<file path="src/design/cmc_pkg.sv">
`timescale 1ns / 1ps
// ----------------------------------------------------------------------------
// cmc_pkg
// shared constants and types for the colour marker centroid detector
// ----------------------------------------------------------------------------
package cmc_pkg;

    localparam int PALETTE_SIZE    = 6;
    localparam int MAX_FRAME_WIDTH = 4096;

    localparam int CHAN_W   = 8;
    localparam int PIX_W    = 3 * CHAN_W;
    localparam int FW_W     = $clog2(MAX_FRAME_WIDTH) + 1;
    localparam int POS_W    = $clog2(MAX_FRAME_WIDTH);
    localparam int ID_W     = 3;
    localparam int SEEN_W   = $clog2(PALETTE_SIZE + 1);
    localparam int LIMIT_W  = 2 * POS_W;
    localparam int CNT_W    = LIMIT_W + 1;
    localparam int SUM_W    = LIMIT_W + POS_W;
    localparam int FRAC_W   = 4;
    localparam int Q_W      = 16;
    localparam int DVD_W    = SUM_W + FRAC_W + 1;
    localparam int STEP_W   = $clog2(Q_W);

    localparam int S_DATA_W = ((PIX_W + 7) / 8) * 8;
    localparam int M_BITS   = ID_W + 2 * Q_W;
    localparam int M_DATA_W = ((M_BITS + 7) / 8) * 8;

    localparam int CFG_IDX_W  = 3;
    localparam int CFG_DATA_W = PIX_W;

    localparam logic [CNT_W-1:0] COUNT_LIMIT = CNT_W'(1) << LIMIT_W;
    localparam logic [FW_W-1:0]  FW_MAX      = FW_W'(MAX_FRAME_WIDTH);
    localparam logic [FW_W-1:0]  FW_RESET    = FW_W'(640);

    localparam logic [CFG_IDX_W-1:0] CFG_FRAME_WIDTH  = CFG_IDX_W'(0);
    localparam logic [CFG_IDX_W-1:0] CFG_PALETTE_BASE = CFG_IDX_W'(1);

    typedef enum logic [3:0] {
        ST_IDLE = 4'b0001,
        ST_LOAD = 4'b0010,
        ST_DIV  = 4'b0100,
        ST_OUT  = 4'b1000
    } state_t;

endpackage

</file>
<file path="src/design/color_marker_centroid.sv">
`timescale 1ns / 1ps
// ----------------------------------------------------------------------------
// color_marker_centroid
// colour marker centroid detector: per-colour pixel statistics over a frame,
// centroids by a shared restoring divider at frame end
// ----------------------------------------------------------------------------
// Pixels are taken at one per clock. The request marked last ends the frame:
// from then on s_tready is low while one 16-step restoring divider, shared
// by all colours and both axes, works out each centroid. Each centroid is
// offered after the last pixel or the previous handover once a load state
// and 16 divide steps have run for x, then the same for y; a frame with no
// marker offers its single result in the cycle after the last pixel. The
// block takes pixels again in the cycle after the last result of the frame
// is handed over.
// ----------------------------------------------------------------------------
module color_marker_centroid (
    input  logic                            aclk,
    input  logic                            aresetn,
    input  logic                            s_tvalid,
    output logic                            s_tready,
    input  logic [cmc_pkg::S_DATA_W-1:0]    s_tdata,   // blue, green, red
    input  logic                            s_tlast,   // frame_end
    output logic                            m_tvalid,
    input  logic                            m_tready,
    output logic [cmc_pkg::M_DATA_W-1:0]    m_tdata,   // color_id, centroid_x, centroid_y
    output logic                            m_tuser,   // feature_valid
    output logic                            m_tlast,   // last_feature
    input  logic                            cfg_valid,
    output logic                            cfg_ready,
    input  logic [cmc_pkg::CFG_IDX_W-1:0]   cfg_index,
    input  logic [cmc_pkg::CFG_DATA_W-1:0]  cfg_data
);
    import cmc_pkg::*;

    state_t                 state_reg, state_next;
    logic [FW_W-1:0]        fw_reg, fw_next;
    logic [PIX_W-1:0]       pal_reg [PALETTE_SIZE];
    logic [PIX_W-1:0]       pal_next [PALETTE_SIZE];
    logic [CNT_W-1:0]       cnt_reg [PALETTE_SIZE];
    logic [CNT_W-1:0]       cnt_next [PALETTE_SIZE];
    logic [SUM_W-1:0]       xsum_reg [PALETTE_SIZE];
    logic [SUM_W-1:0]       xsum_next [PALETTE_SIZE];
    logic [SUM_W-1:0]       ysum_reg [PALETTE_SIZE];
    logic [SUM_W-1:0]       ysum_next [PALETTE_SIZE];
    logic [ID_W-1:0]        order_reg [PALETTE_SIZE];
    logic [ID_W-1:0]        order_next [PALETTE_SIZE];
    logic [SEEN_W-1:0]      seen_reg, seen_next;
    logic [POS_W-1:0]       col_reg, col_next;
    logic [POS_W-1:0]       row_reg, row_next;
    logic [SEEN_W-1:0]      out_idx_reg, out_idx_next;
    logic                   axis_reg, axis_next;
    logic [STEP_W-1:0]      step_reg, step_next;
    logic [CNT_W-1:0]       den_reg, den_next;
    logic [CNT_W-1:0]       rem_reg, rem_next;
    logic [Q_W-1:0]         quo_reg, quo_next;
    logic [ID_W-1:0]        id_reg, id_next;
    logic [Q_W-1:0]         cx_reg, cx_next;
    logic [Q_W-1:0]         cy_reg, cy_next;
    logic                   fv_reg, fv_next;
    logic                   last_reg, last_next;

    logic [PIX_W-1:0]       pix;
    logic                   hit;
    logic [ID_W-1:0]        hit_idx;
    logic [FW_W-1:0]        fw_eff;
    logic                   wrap;

    assign pix       = s_tdata[PIX_W-1:0];
    assign s_tready  = (state_reg == ST_IDLE);
    assign cfg_ready = 1'b1;
    assign m_tvalid  = (state_reg == ST_OUT);
    assign m_tdata   = {(M_DATA_W - M_BITS)'(0), cy_reg, cx_reg, id_reg};
    assign m_tuser   = fv_reg;
    assign m_tlast   = last_reg;

    // lowest matching palette entry wins
    always_comb begin
        hit     = 1'b0;
        hit_idx = '0;
        for (int i = PALETTE_SIZE - 1; i >= 0; i--) begin
            if (pal_reg[i] != '0 && pal_reg[i] == pix) begin
                hit     = 1'b1;
                hit_idx = ID_W'(i);
            end
        end
    end

    always_comb begin
        if (fw_reg == '0) begin
            fw_eff = FW_W'(1);
        end else if (fw_reg > FW_MAX) begin
            fw_eff = FW_MAX;
        end else begin
            fw_eff = fw_reg;
        end
        wrap = ({1'b0, col_reg} + FW_W'(1)) >= fw_eff;
    end

    always_comb begin
        logic [ID_W-1:0]    sel_id;
        logic [SUM_W-1:0]   sel_sum;
        logic [DVD_W-1:0]   dvd;
        logic [CNT_W:0]     trial;
        logic               ge;

        state_next   = state_reg;
        fw_next      = fw_reg;
        pal_next     = pal_reg;
        cnt_next     = cnt_reg;
        xsum_next    = xsum_reg;
        ysum_next    = ysum_reg;
        order_next   = order_reg;
        seen_next    = seen_reg;
        col_next     = col_reg;
        row_next     = row_reg;
        out_idx_next = out_idx_reg;
        axis_next    = axis_reg;
        step_next    = step_reg;
        den_next     = den_reg;
        rem_next     = rem_reg;
        quo_next     = quo_reg;
        id_next      = id_reg;
        cx_next      = cx_reg;
        cy_next      = cy_reg;
        fv_next      = fv_reg;
        last_next    = last_reg;

        sel_id  = order_reg[out_idx_reg[ID_W-1:0]];
        sel_sum = axis_reg ? ysum_reg[sel_id] : xsum_reg[sel_id];
        dvd     = {1'b0, sel_sum, FRAC_W'(0)} + DVD_W'(cnt_reg[sel_id] >> 1);
        trial   = {rem_reg, quo_reg[Q_W-1]};
        ge      = trial >= {1'b0, den_reg};

        if (cfg_valid) begin
            if (cfg_index == CFG_FRAME_WIDTH) begin
                fw_next = cfg_data[FW_W-1:0];
            end else if (cfg_index >= CFG_PALETTE_BASE &&
                         cfg_index < CFG_PALETTE_BASE + CFG_IDX_W'(PALETTE_SIZE)) begin
                pal_next[ID_W'(cfg_index - CFG_PALETTE_BASE)] = cfg_data;
            end
        end

        case (state_reg)
            ST_IDLE: begin
                if (s_tvalid) begin
                    if (hit && cnt_reg[hit_idx] == '0 && seen_reg < SEEN_W'(PALETTE_SIZE)) begin
                        order_next[seen_reg[ID_W-1:0]] = hit_idx;
                        seen_next = seen_reg + SEEN_W'(1);
                    end
                    if (hit && cnt_reg[hit_idx] < COUNT_LIMIT) begin
                        cnt_next[hit_idx]  = cnt_reg[hit_idx] + CNT_W'(1);
                        xsum_next[hit_idx] = xsum_reg[hit_idx] + SUM_W'(col_reg);
                        ysum_next[hit_idx] = ysum_reg[hit_idx] + SUM_W'(row_reg);
                    end
                    if (wrap) begin
                        col_next = '0;
                        row_next = row_reg + POS_W'(1);
                    end else begin
                        col_next = col_reg + POS_W'(1);
                    end
                    if (s_tlast) begin
                        col_next     = '0;
                        row_next     = '0;
                        out_idx_next = '0;
                        axis_next    = 1'b0;
                        if (seen_next == '0) begin
                            fv_next    = 1'b0;
                            id_next    = '0;
                            cx_next    = '0;
                            cy_next    = '0;
                            last_next  = 1'b1;
                            state_next = ST_OUT;
                        end else begin
                            state_next = ST_LOAD;
                        end
                    end
                end
            end
            ST_LOAD: begin
                id_next    = sel_id;
                den_next   = cnt_reg[sel_id];
                rem_next   = dvd[DVD_W-1:Q_W];
                quo_next   = dvd[Q_W-1:0];
                step_next  = '0;
                state_next = ST_DIV;
            end
            ST_DIV: begin
                rem_next  = ge ? CNT_W'(trial - {1'b0, den_reg}) : CNT_W'(trial);
                quo_next  = {quo_reg[Q_W-2:0], ge};
                step_next = step_reg + STEP_W'(1);
                if (step_reg == STEP_W'(Q_W - 1)) begin
                    if (!axis_reg) begin
                        cx_next    = quo_next;
                        axis_next  = 1'b1;
                        state_next = ST_LOAD;
                    end else begin
                        cy_next    = quo_next;
                        fv_next    = 1'b1;
                        last_next  = (out_idx_reg + SEEN_W'(1)) == seen_reg;
                        state_next = ST_OUT;
                    end
                end
            end
            ST_OUT: begin
                if (m_tready) begin
                    if (last_reg) begin
                        for (int i = 0; i < PALETTE_SIZE; i++) begin
                            cnt_next[i]  = '0;
                            xsum_next[i] = '0;
                            ysum_next[i] = '0;
                        end
                        seen_next  = '0;
                        state_next = ST_IDLE;
                    end else begin
                        out_idx_next = out_idx_reg + SEEN_W'(1);
                        axis_next    = 1'b0;
                        state_next   = ST_LOAD;
                    end
                end
            end
            default: begin
                state_next = ST_IDLE;
            end
        endcase
    end

    always_ff @(posedge aclk) begin
        if (!aresetn) begin
            state_reg   <= ST_IDLE;
            fw_reg      <= FW_RESET;
            pal_reg     <= '{default: '0};
            cnt_reg     <= '{default: '0};
            xsum_reg    <= '{default: '0};
            ysum_reg    <= '{default: '0};
            seen_reg    <= '0;
            col_reg     <= '0;
            row_reg     <= '0;
            out_idx_reg <= '0;
            axis_reg    <= 1'b0;
            step_reg    <= '0;
        end else begin
            state_reg   <= state_next;
            fw_reg      <= fw_next;
            pal_reg     <= pal_next;
            cnt_reg     <= cnt_next;
            xsum_reg    <= xsum_next;
            ysum_reg    <= ysum_next;
            seen_reg    <= seen_next;
            col_reg     <= col_next;
            row_reg     <= row_next;
            out_idx_reg <= out_idx_next;
            axis_reg    <= axis_next;
            step_reg    <= step_next;
        end
    end

    // payload, no reset
    always_ff @(posedge aclk) begin
        order_reg <= order_next;
        den_reg   <= den_next;
        rem_reg   <= rem_next;
        quo_reg   <= quo_next;
        id_reg    <= id_next;
        cx_reg    <= cx_next;
        cy_reg    <= cy_next;
        fv_reg    <= fv_next;
        last_reg  <= last_next;
    end

    a_pixel_stays_idle: assert property (@(posedge aclk) disable iff (!aresetn)
        s_tvalid && s_tready && !s_tlast |=> state_reg == ST_IDLE)
        else $error("ordinary pixel left the idle state");

    a_seen_bound: assert property (@(posedge aclk) disable iff (!aresetn)
        seen_reg <= SEEN_W'(PALETTE_SIZE))
        else $error("seen colour count beyond palette size");

    a_empty_is_last: assert property (@(posedge aclk) disable iff (!aresetn)
        m_tvalid && !m_tuser |-> m_tlast)
        else $error("empty result not marked last");

    a_rem_below_den: assert property (@(posedge aclk) disable iff (!aresetn)
        state_reg == ST_DIV |-> rem_reg < den_reg)
        else $error("divider remainder not below divisor");

    a_store_cleared: assert property (@(posedge aclk) disable iff (!aresetn)
        m_tvalid && m_tready && m_tlast |=> seen_reg == '0 && state_reg == ST_IDLE)
        else $error("store not cleared after frame results");

endmodule
</file>
<file path="config.mk">
export PLATFORM = sky130hd
export DESIGN_NAME = color_marker_centroid
export DESIGN_NICKNAME = d
export VERILOG_FILES = /design/src/design/cmc_pkg.sv /design/src/design/color_marker_centroid.sv
export SDC_FILE = /design/constraint.sdc
export NUM_CORES = 2
export LEC_CHECK = 0
export BUFFER_PORTS_ARGS = -buffer_cell sky130_fd_sc_hd__buf_2
export CORE_UTILIZATION = 40
export CTS_BUF_LIST = sky130_fd_sc_hd__clkbuf_4 sky130_fd_sc_hd__clkbuf_8
export DETAILED_ROUTE_END_ITERATION = 6
export PLACE_DENSITY = 0.57
export SLEW_MARGIN = 10
export SYNTH_ARGS = -nofsm -noshare
export SYNTH_HDL_FRONTEND = slang
export SYNTH_SLANG_ARGS = --single-unit
export TNS_END_PERCENT = 5
</file>
<file path="constraint.sdc">
create_clock -name aclk -period 10.3 [get_ports aclk]
set_clock_uncertainty 0.15 [all_clocks]
set_input_delay 2.06 -clock aclk [delete_from_list [all_inputs] [get_ports aclk]]
set_output_delay 2.06 -clock aclk [all_outputs]
set_load 0.02 [all_outputs]
</file>
### After elaboration in Yosys (flattened, before gate mapping)

Index checks and enable logic that the tools add are counted.
Widths: inputs -> output; s select.

| storage, ports and cells | value |
|---|---|
| register bits after elaboration | 899 |
| output and inout port bits | 45 |
| logic and storage cells | 264 |
| bits of input ports | 57 |

| operators by class | value |
|---|---|
| reduce and logical (&&, ||, !) cells | 42 |
| magnitude comparators | 15 |
| add/subtract/negate cells | 12 |
| equality and inequality tests | 22 |
| mux-type cells | 121 |
| bitwise operators | 6 |

Operators with widths:

| operator | count |
|---|---|
| $mux 216 | 6 |
| $pmux 216 s2 | 2 |
| $mux 150 | 4 |
| $bmux 36 s3 | 4 |
| $bwmux 216 | 2 |
| $mux 36 | 10 |
| $pmux 150 s2 | 1 |
| $bmux 25 s3 | 2 |
| $bwmux 150 | 1 |
| $mux 25 | 6 |
| $bwmux 144 | 1 |
| $eq 24x24->1 | 6 |
| $reduce_bool 24->1 | 6 |
| $mux 16 | 7 |
| $demux 36 s3 | 1 |
| $pmux 16 s2 | 3 |
| $demux 25 s3 | 1 |
| $add 36x12->36 | 2 |
| $demux 24 s3 | 1 |
| $mux 3 | 22 |
| $pmux 25 s2 | 1 |
| $mux 12 | 4 |
| $add 40x24->41 | 1 |
| $ge 26x25->1 | 1 |
| other kinds (47) | 123 |

### Logic depth before layout (Yosys ltp)

| logic depth | value |
|---|---|
| word-level depth | 23 |
| mapped depth | 32 |
| gate-level depth less buffers | 26 |

### Least setup slack after synthesis

No wires, ideal clock.

| path | value |
|---|---|
| path type | input to register |
| start | in s_tdata[5] (netlist name) |
| end | reg xsum_reg[106] (netlist name) |
| path buffers | 7 |
| arrival | 7611 ps |
| setup time | 131 ps |
| cell stages on the path | 32 |
| data required time | 10019 ps |
| setup slack | 2408 ps |
| cells stage by stage | buf_4 > xor2_1 > nor4_2 > nand2_1 > or4_1 > buf_4 > o311ai_4 > buf_4 > buf_2 > buf_2 > buf_2 > clkbuf_1 > nand2_1 > nand2_1 > a21oi_1 > nor2_1 > ha_1 > inv_1 > fa_1 > nor2b_1 > o21ai_0 > a21oi_1 > o21a_1 > o21a_1 > o21a_1 > o21ai_0 > nand2b_1 > a31oi_1 > nor2_1 > nand4_1 > xnor2_1 > o21ai_0 |

| between the ends | value |
|---|---|
| longest elaborated chain between the ends | 17 |
| elaborated cells between the ends (all ways) | 45 |
| classes of those cells | add/sub: 1; order compare: 3; eq/ne: 7; mux: 24; bitwise: 1; reduce/logical: 9 |

Ends and longest elaborated chain:

| item | line | source |
|---|---|---|
| start, declared | color_marker_centroid.sv:21 | `input logic [cmc_pkg::S_DATA_W-1:0] s_tdata,` |
| $eq 24x24->1 | color_marker_centroid.sv:81 | `if (pal_reg[i] != '0 && pal_reg[i] == pix) begin` |
| $logic_and 1x1->1 | color_marker_centroid.sv:81 |  |
| $mux 3 (6 in a row) | color_marker_centroid.sv:81 |  |
| $not 3->4 (implied by the code) | color_marker_centroid.sv:150, color_marker_centroid.sv:152 |  |
| $bmux 36 s3 (tied with other cells) | color_marker_centroid.sv:152 | `xsum_next[hit_idx] = xsum_reg[hit_idx] + SUM_W'(col_reg);` |
| $mux 36 (implied by the code) or $logic_and 1x1->1 (tied branches) | color_marker_centroid.sv:152 |  |
| $mux 36 (implied by the code) | color_marker_centroid.sv:152 |  |
| $add 36x12->36 or $demux 36 s3 (tied branches) | color_marker_centroid.sv:152 |  |
| $bwmux 216 | color_marker_centroid.sv:152 |  |
| $mux 216 | color_marker_centroid.sv:150 | `if (hit && cnt_reg[hit_idx] < COUNT_LIMIT) begin` |
| $mux 216 | color_marker_centroid.sv:145 | `if (s_tvalid) begin` |
| $pmux 216 s2 | color_marker_centroid.sv:143 | `case (state_reg)` |
| end signal, assigned | color_marker_centroid.sv:246 | `xsum_reg <= xsum_next;` |
| end, declared | color_marker_centroid.sv:41 | `logic [SUM_W-1:0] xsum_reg [PALETTE_SIZE];` |

Parallel ways exist; a longest one is shown, timed or not. The select of a mux whose other input is x is not followed.
A chain may end at the register's enable or synchronous reset.

### Worst setup path in the final report

| path | value |
|---|---|
| start | in s_tdata[15] (netlist name) |
| end | reg ysum_reg[142] (netlist name) |

| between the ends | value |
|---|---|
| longest elaborated chain between the ends | 17 |
| elaborated cells between the ends (all ways) | 45 |
| classes of those cells | add/sub: 1; order compare: 3; eq/ne: 7; mux: 24; bitwise: 1; reduce/logical: 9 |

Ends and longest elaborated chain:

| item | line | source |
|---|---|---|
| $eq 24x24->1 | color_marker_centroid.sv:81 |  |
| $logic_and 1x1->1 | color_marker_centroid.sv:81 |  |
| $mux 3 (6 in a row) | color_marker_centroid.sv:81 |  |
| $not 3->4 (implied by the code) | color_marker_centroid.sv:150, color_marker_centroid.sv:153 |  |
| $bmux 36 s3 (tied with other cells) | color_marker_centroid.sv:153 | `ysum_next[hit_idx] = ysum_reg[hit_idx] + SUM_W'(row_reg);` |
| $mux 36 (implied by the code) or $logic_and 1x1->1 (tied branches) | color_marker_centroid.sv:153 |  |
| $mux 36 (implied by the code) | color_marker_centroid.sv:153 |  |
| $add 36x12->36 or $demux 36 s3 (tied branches) | color_marker_centroid.sv:153 |  |
| $bwmux 216 | color_marker_centroid.sv:153 |  |
| $mux 216 | color_marker_centroid.sv:150 |  |
| $mux 216 | color_marker_centroid.sv:145 |  |
| $pmux 216 s2 | color_marker_centroid.sv:143 |  |
| end signal, assigned | color_marker_centroid.sv:247 | `ysum_reg <= ysum_next;` |
| end, declared | color_marker_centroid.sv:43 | `logic [SUM_W-1:0] ysum_reg [PALETTE_SIZE];` |

Parallel ways exist; a longest one is shown, timed or not. The select of a mux whose other input is x is not followed.

==> results.sh <==
export IMPL_rows=126
export IMPL_min_period_ns=8.34
export IMPL_core_area_mm2=0.118
export IMPL_max_stage_delay_ns=0.75
export IMPL_rsz0062_at_grt="false"
export IMPL_r2r_slack_ns=2.49
export IMPL_layout_setup_ws_ns=1.96
export IMPL_status="complete, no violations"
export IMPL_grt_pass1_wl_mm=271
export IMPL_power_mw=7.48
export IMPL_cts_buffers=158
export IMPL_hold_depth=2
export IMPL_synth_cells=5801
export IMPL_cts_sinks=899
export IMPL_hold_slack_ns=0.305
export IMPL_post_route_util_pct=44.9
export IMPL_startpoint_type="primary input"
export IMPL_critical_path_arrival_ns=8.93
export IMPL_clk_latency_ns=0.91
export IMPL_synth_common_cells="nand2_1 (1,113), dfxtp_1 (778), o21ai_0 (524)"
export IMPL_ys_types=91
export IMPL_p_seq_share_pct=48.0
export IMPL_worstHoldStart="cnt_reg[122]"
export IMPL_clk_root_buffer_cell="clkbuf_8"
export IMPL_dp_slack_ns=1.28
export IMPL_start_util_pct=40.4
export IMPL_max_cap_violations=0
export IMPL_switching_share_pct=25.2
export IMPL_post_dp_hpwl_mm=118
export IMPL_cts_buffer_depth=3
export IMPL_cts_tree="built"
export IMPL_synth_edff_count=121
export IMPL_timing_max_transition_violations_final=0
export IMPL_synth_seq_cells=899
export IMPL_syn_area_per_cell_um2=8.24
export IMPL_max_freq_mhz=120
export IMPL_n_fill_cell=11800
export IMPL_drive_gt1_share_pct=11.4
export IMPL_critPathTopFamily="simple AND/OR/NAND/NOR gates"
export IMPL_regToRegEndpoint="ysum_reg[142]"
export IMPL_setup_viol=0
export IMPL_crit_top_cell="o21ai_0"
export IMPL_first_pass_iters=7
export IMPL_die_y_um=348
export IMPL_wl_met1_mm=75.7
export IMPL_vias=44200
export IMPL_detail_route_antenna_nets=0
export IMPL_cts_hold_buf=0
export IMPL_async_flop_share_pct=0
export IMPL_ys_seq_area_share_pct=40.2
export IMPL_syn_area_mm2=0.0478
export IMPL_gp_congestion=1.00
export IMPL_yosysMostFrequentCell="nand2_1"
export IMPL_grt_max_degree=222
export IMPL_cp_required_ns=10.88
export IMPL_leakagePower_nw=20.1
export IMPL_first_iter_violations=4718
export IMPL_routed_top_layer="met5"
export IMPL_max_slew_margin_pct=15.7
export IMPL_p_per_area_mw_per_mm2=141
export IMPL_cpMaxStageDelayCell="nor3_4"
export IMPL_fin_cells=7440
export IMPL_worst_pin_slew_ns=1.25
export IMPL_combPwrFrac_pct=5.2
export IMPL_grt_usage_pct=29.3
export IMPL_ys_flop_type="dfxtp_1"
export IMPL_grt_pass1_vias=42300
export IMPL_drc=0
export IMPL_placed_cells=7161
export IMPL_cts_setup_buffers=0
export IMPL_yosys_top_cells_area="dfxtp_1 (33%), nand2_1 (8.7%), edfxtp_1 (7.6%)"
export IMPL_min_path_type="flop to flop"
export IMPL_fin_area_mm2=0.0531
export IMPL_path_clk_slew_ns=0.06
export IMPL_p_int_mw=5.60
export IMPL_cp_max_fo=25
export IMPL_critical_path_class="primary input to flop"
export IMPL_fin_setup_tns_ns=0
export IMPL_ioPinCount=102
export IMPL_antenna_found_initial=5
export IMPL_place_area_mm2=0.0498
export IMPL_min_to="cnt_reg[122]"
export IMPL_wl_per_cell_um=24.4
export IMPL_vdd_drop_max_mv=0.129
export IMPL_dieArea_mm2=0.121
export IMPL_fin_crit_sh_pct=81.0
export IMPL_dr_wl_met3_mm=15.3
export IMPL_via_per_inst=5.94
export IMPL_synth_area_leader_cell="dfxtp_1"
export IMPL_rr_startpoint="pal_reg[113]"
export IMPL_htreeDepth=4
export IMPL_die_x_um=348
export IMPL_r2r_cells=27
export IMPL_grt_ovfl_total=0
export IMPL_nets=5942
export IMPL_yosys_warnings=0
export IMPL_met2_length_mm=82.9
export IMPL_crit_start="s_tdata[15]"
export IMPL_ctsResizeCount=0
export IMPL_area_delta_synth_final_pct=11.0
export IMPL_hold_viol_final=0
export IMPL_crit_buf_inv=3
export IMPL_io_buffers=95
export IMPL_synth_top_cell_area_share_pct=32.6
export IMPL_wirelength_mm=182
export IMPL_pwr_share_clk_pct=46.8
export IMPL_p_sw_mw=1.89
export IMPL_endpoint_kind="flop"
## layout by cell type, fill, tap and decap left out, types with 17 or more instances in the layout
| cell type | n |
|---|---|
| a211oi_1 | 17 |
| a21o_1 | 36 |
| a21oi_1 | 372 |
| a22oi_1 | 228 |
| a31oi_1 | 19 |
| and2_1 | 38 |
| and3_1 | 65 |
| buf_2 | 95 |
| buf_4 | 121 |
| clkbuf_4 | 42 |
| clkbuf_8 | 192 |
| dfxtp_1 | 777 |
| edfxtp_1 | 121 |
| ha_1 | 96 |
| inv_1 | 135 |
| mux2_2 | 23 |
| mux2i_1 | 208 |
| mux4_2 | 75 |
| nand2_1 | 1107 |
| nand2b_1 | 28 |
| nand3_1 | 113 |
| nand4_1 | 57 |
| nor2_1 | 499 |
| nor2b_1 | 21 |
| nor3_1 | 69 |
| nor4_1 | 90 |
| o211ai_1 | 32 |
| o21a_1 | 22 |
| o21ai_0 | 517 |
| o21ai_1 | 29 |
| o22ai_1 | 47 |
| or3_1 | 25 |
| xnor2_1 | 102 |
| xor2_1 | 201 |
## kinds of logic (layout without fill, tap and decap cells)
family                   count (synthesis)  in the layout  share of synthesized area [%]
multiplexers                           306            306                           8.43
other                                    2             10                         0.0157
adder cells (fa/ha/maj)                100            100                           2.68
XOR/XNOR                               303            303                           5.55
AO/OA/AOI/OAI                         1433           1433                           17.9
flip-flops                             899            899                           40.2
AND/OR/NAND/NOR                       2219           2219                           20.6
buffers and inverters                  539            634                           4.65
## tightest hold or removal path, stage by stage, from the launching register on
cell	delay (ns)
dfxtp_1	0.32
nand2_1	0.04
o21ai_0	0.06
## routing by layer
metal | vias to the layer above | track usage (%)
met1 | 21400 | 38.5
met4 | 4 | 13.0
met5 | - | 0
li1 | 20400 | -
met3 | 405 | 5.16
met2 | 1983 | 47.1
## how the worst max path moves through the flow
stage	slack (ns)	cells past startpoint	endpoint
detailed placement	1.28	27	ysum_reg[178]
floorplan	2.41	32	xsum_reg[106]
finish	1.96	27	ysum_reg[142]
CTS	2.17	27	ysum_reg[142]
global route	1.44	27	ysum_reg[142]
global placement	1.42	28	ysum_reg[178]
## power by group through the flow
stage	clock [mW]	combinational, mW	sequential [mW]
global placement	0	0.381	3.67
global route	3.71	0.409	3.59
floorplan	0	0.218	3.67
detailed placement	0	0.382	3.67
CTS	3.55	0.383	3.59
finish	3.50	0.391	3.59
## final cells by class
class / instances / area, um^2 / area share, %
multi-input cells: 4367 / 26700 / 50.3
flip-flops and latches: 899 / 19200 / 36.2
clock buffers: 234 / 2960 / 5.57
well taps: 1536 / 1920 / 3.62
repair buffers: 218 / 1420 / 2.68
inverters: 141 / 537 / 1.01
clock inverters: 41 / 334 / 0.630
diodes: 4 / 10.0 / 0.0189
Note: power is estimated with default switching activity, not from simulation.
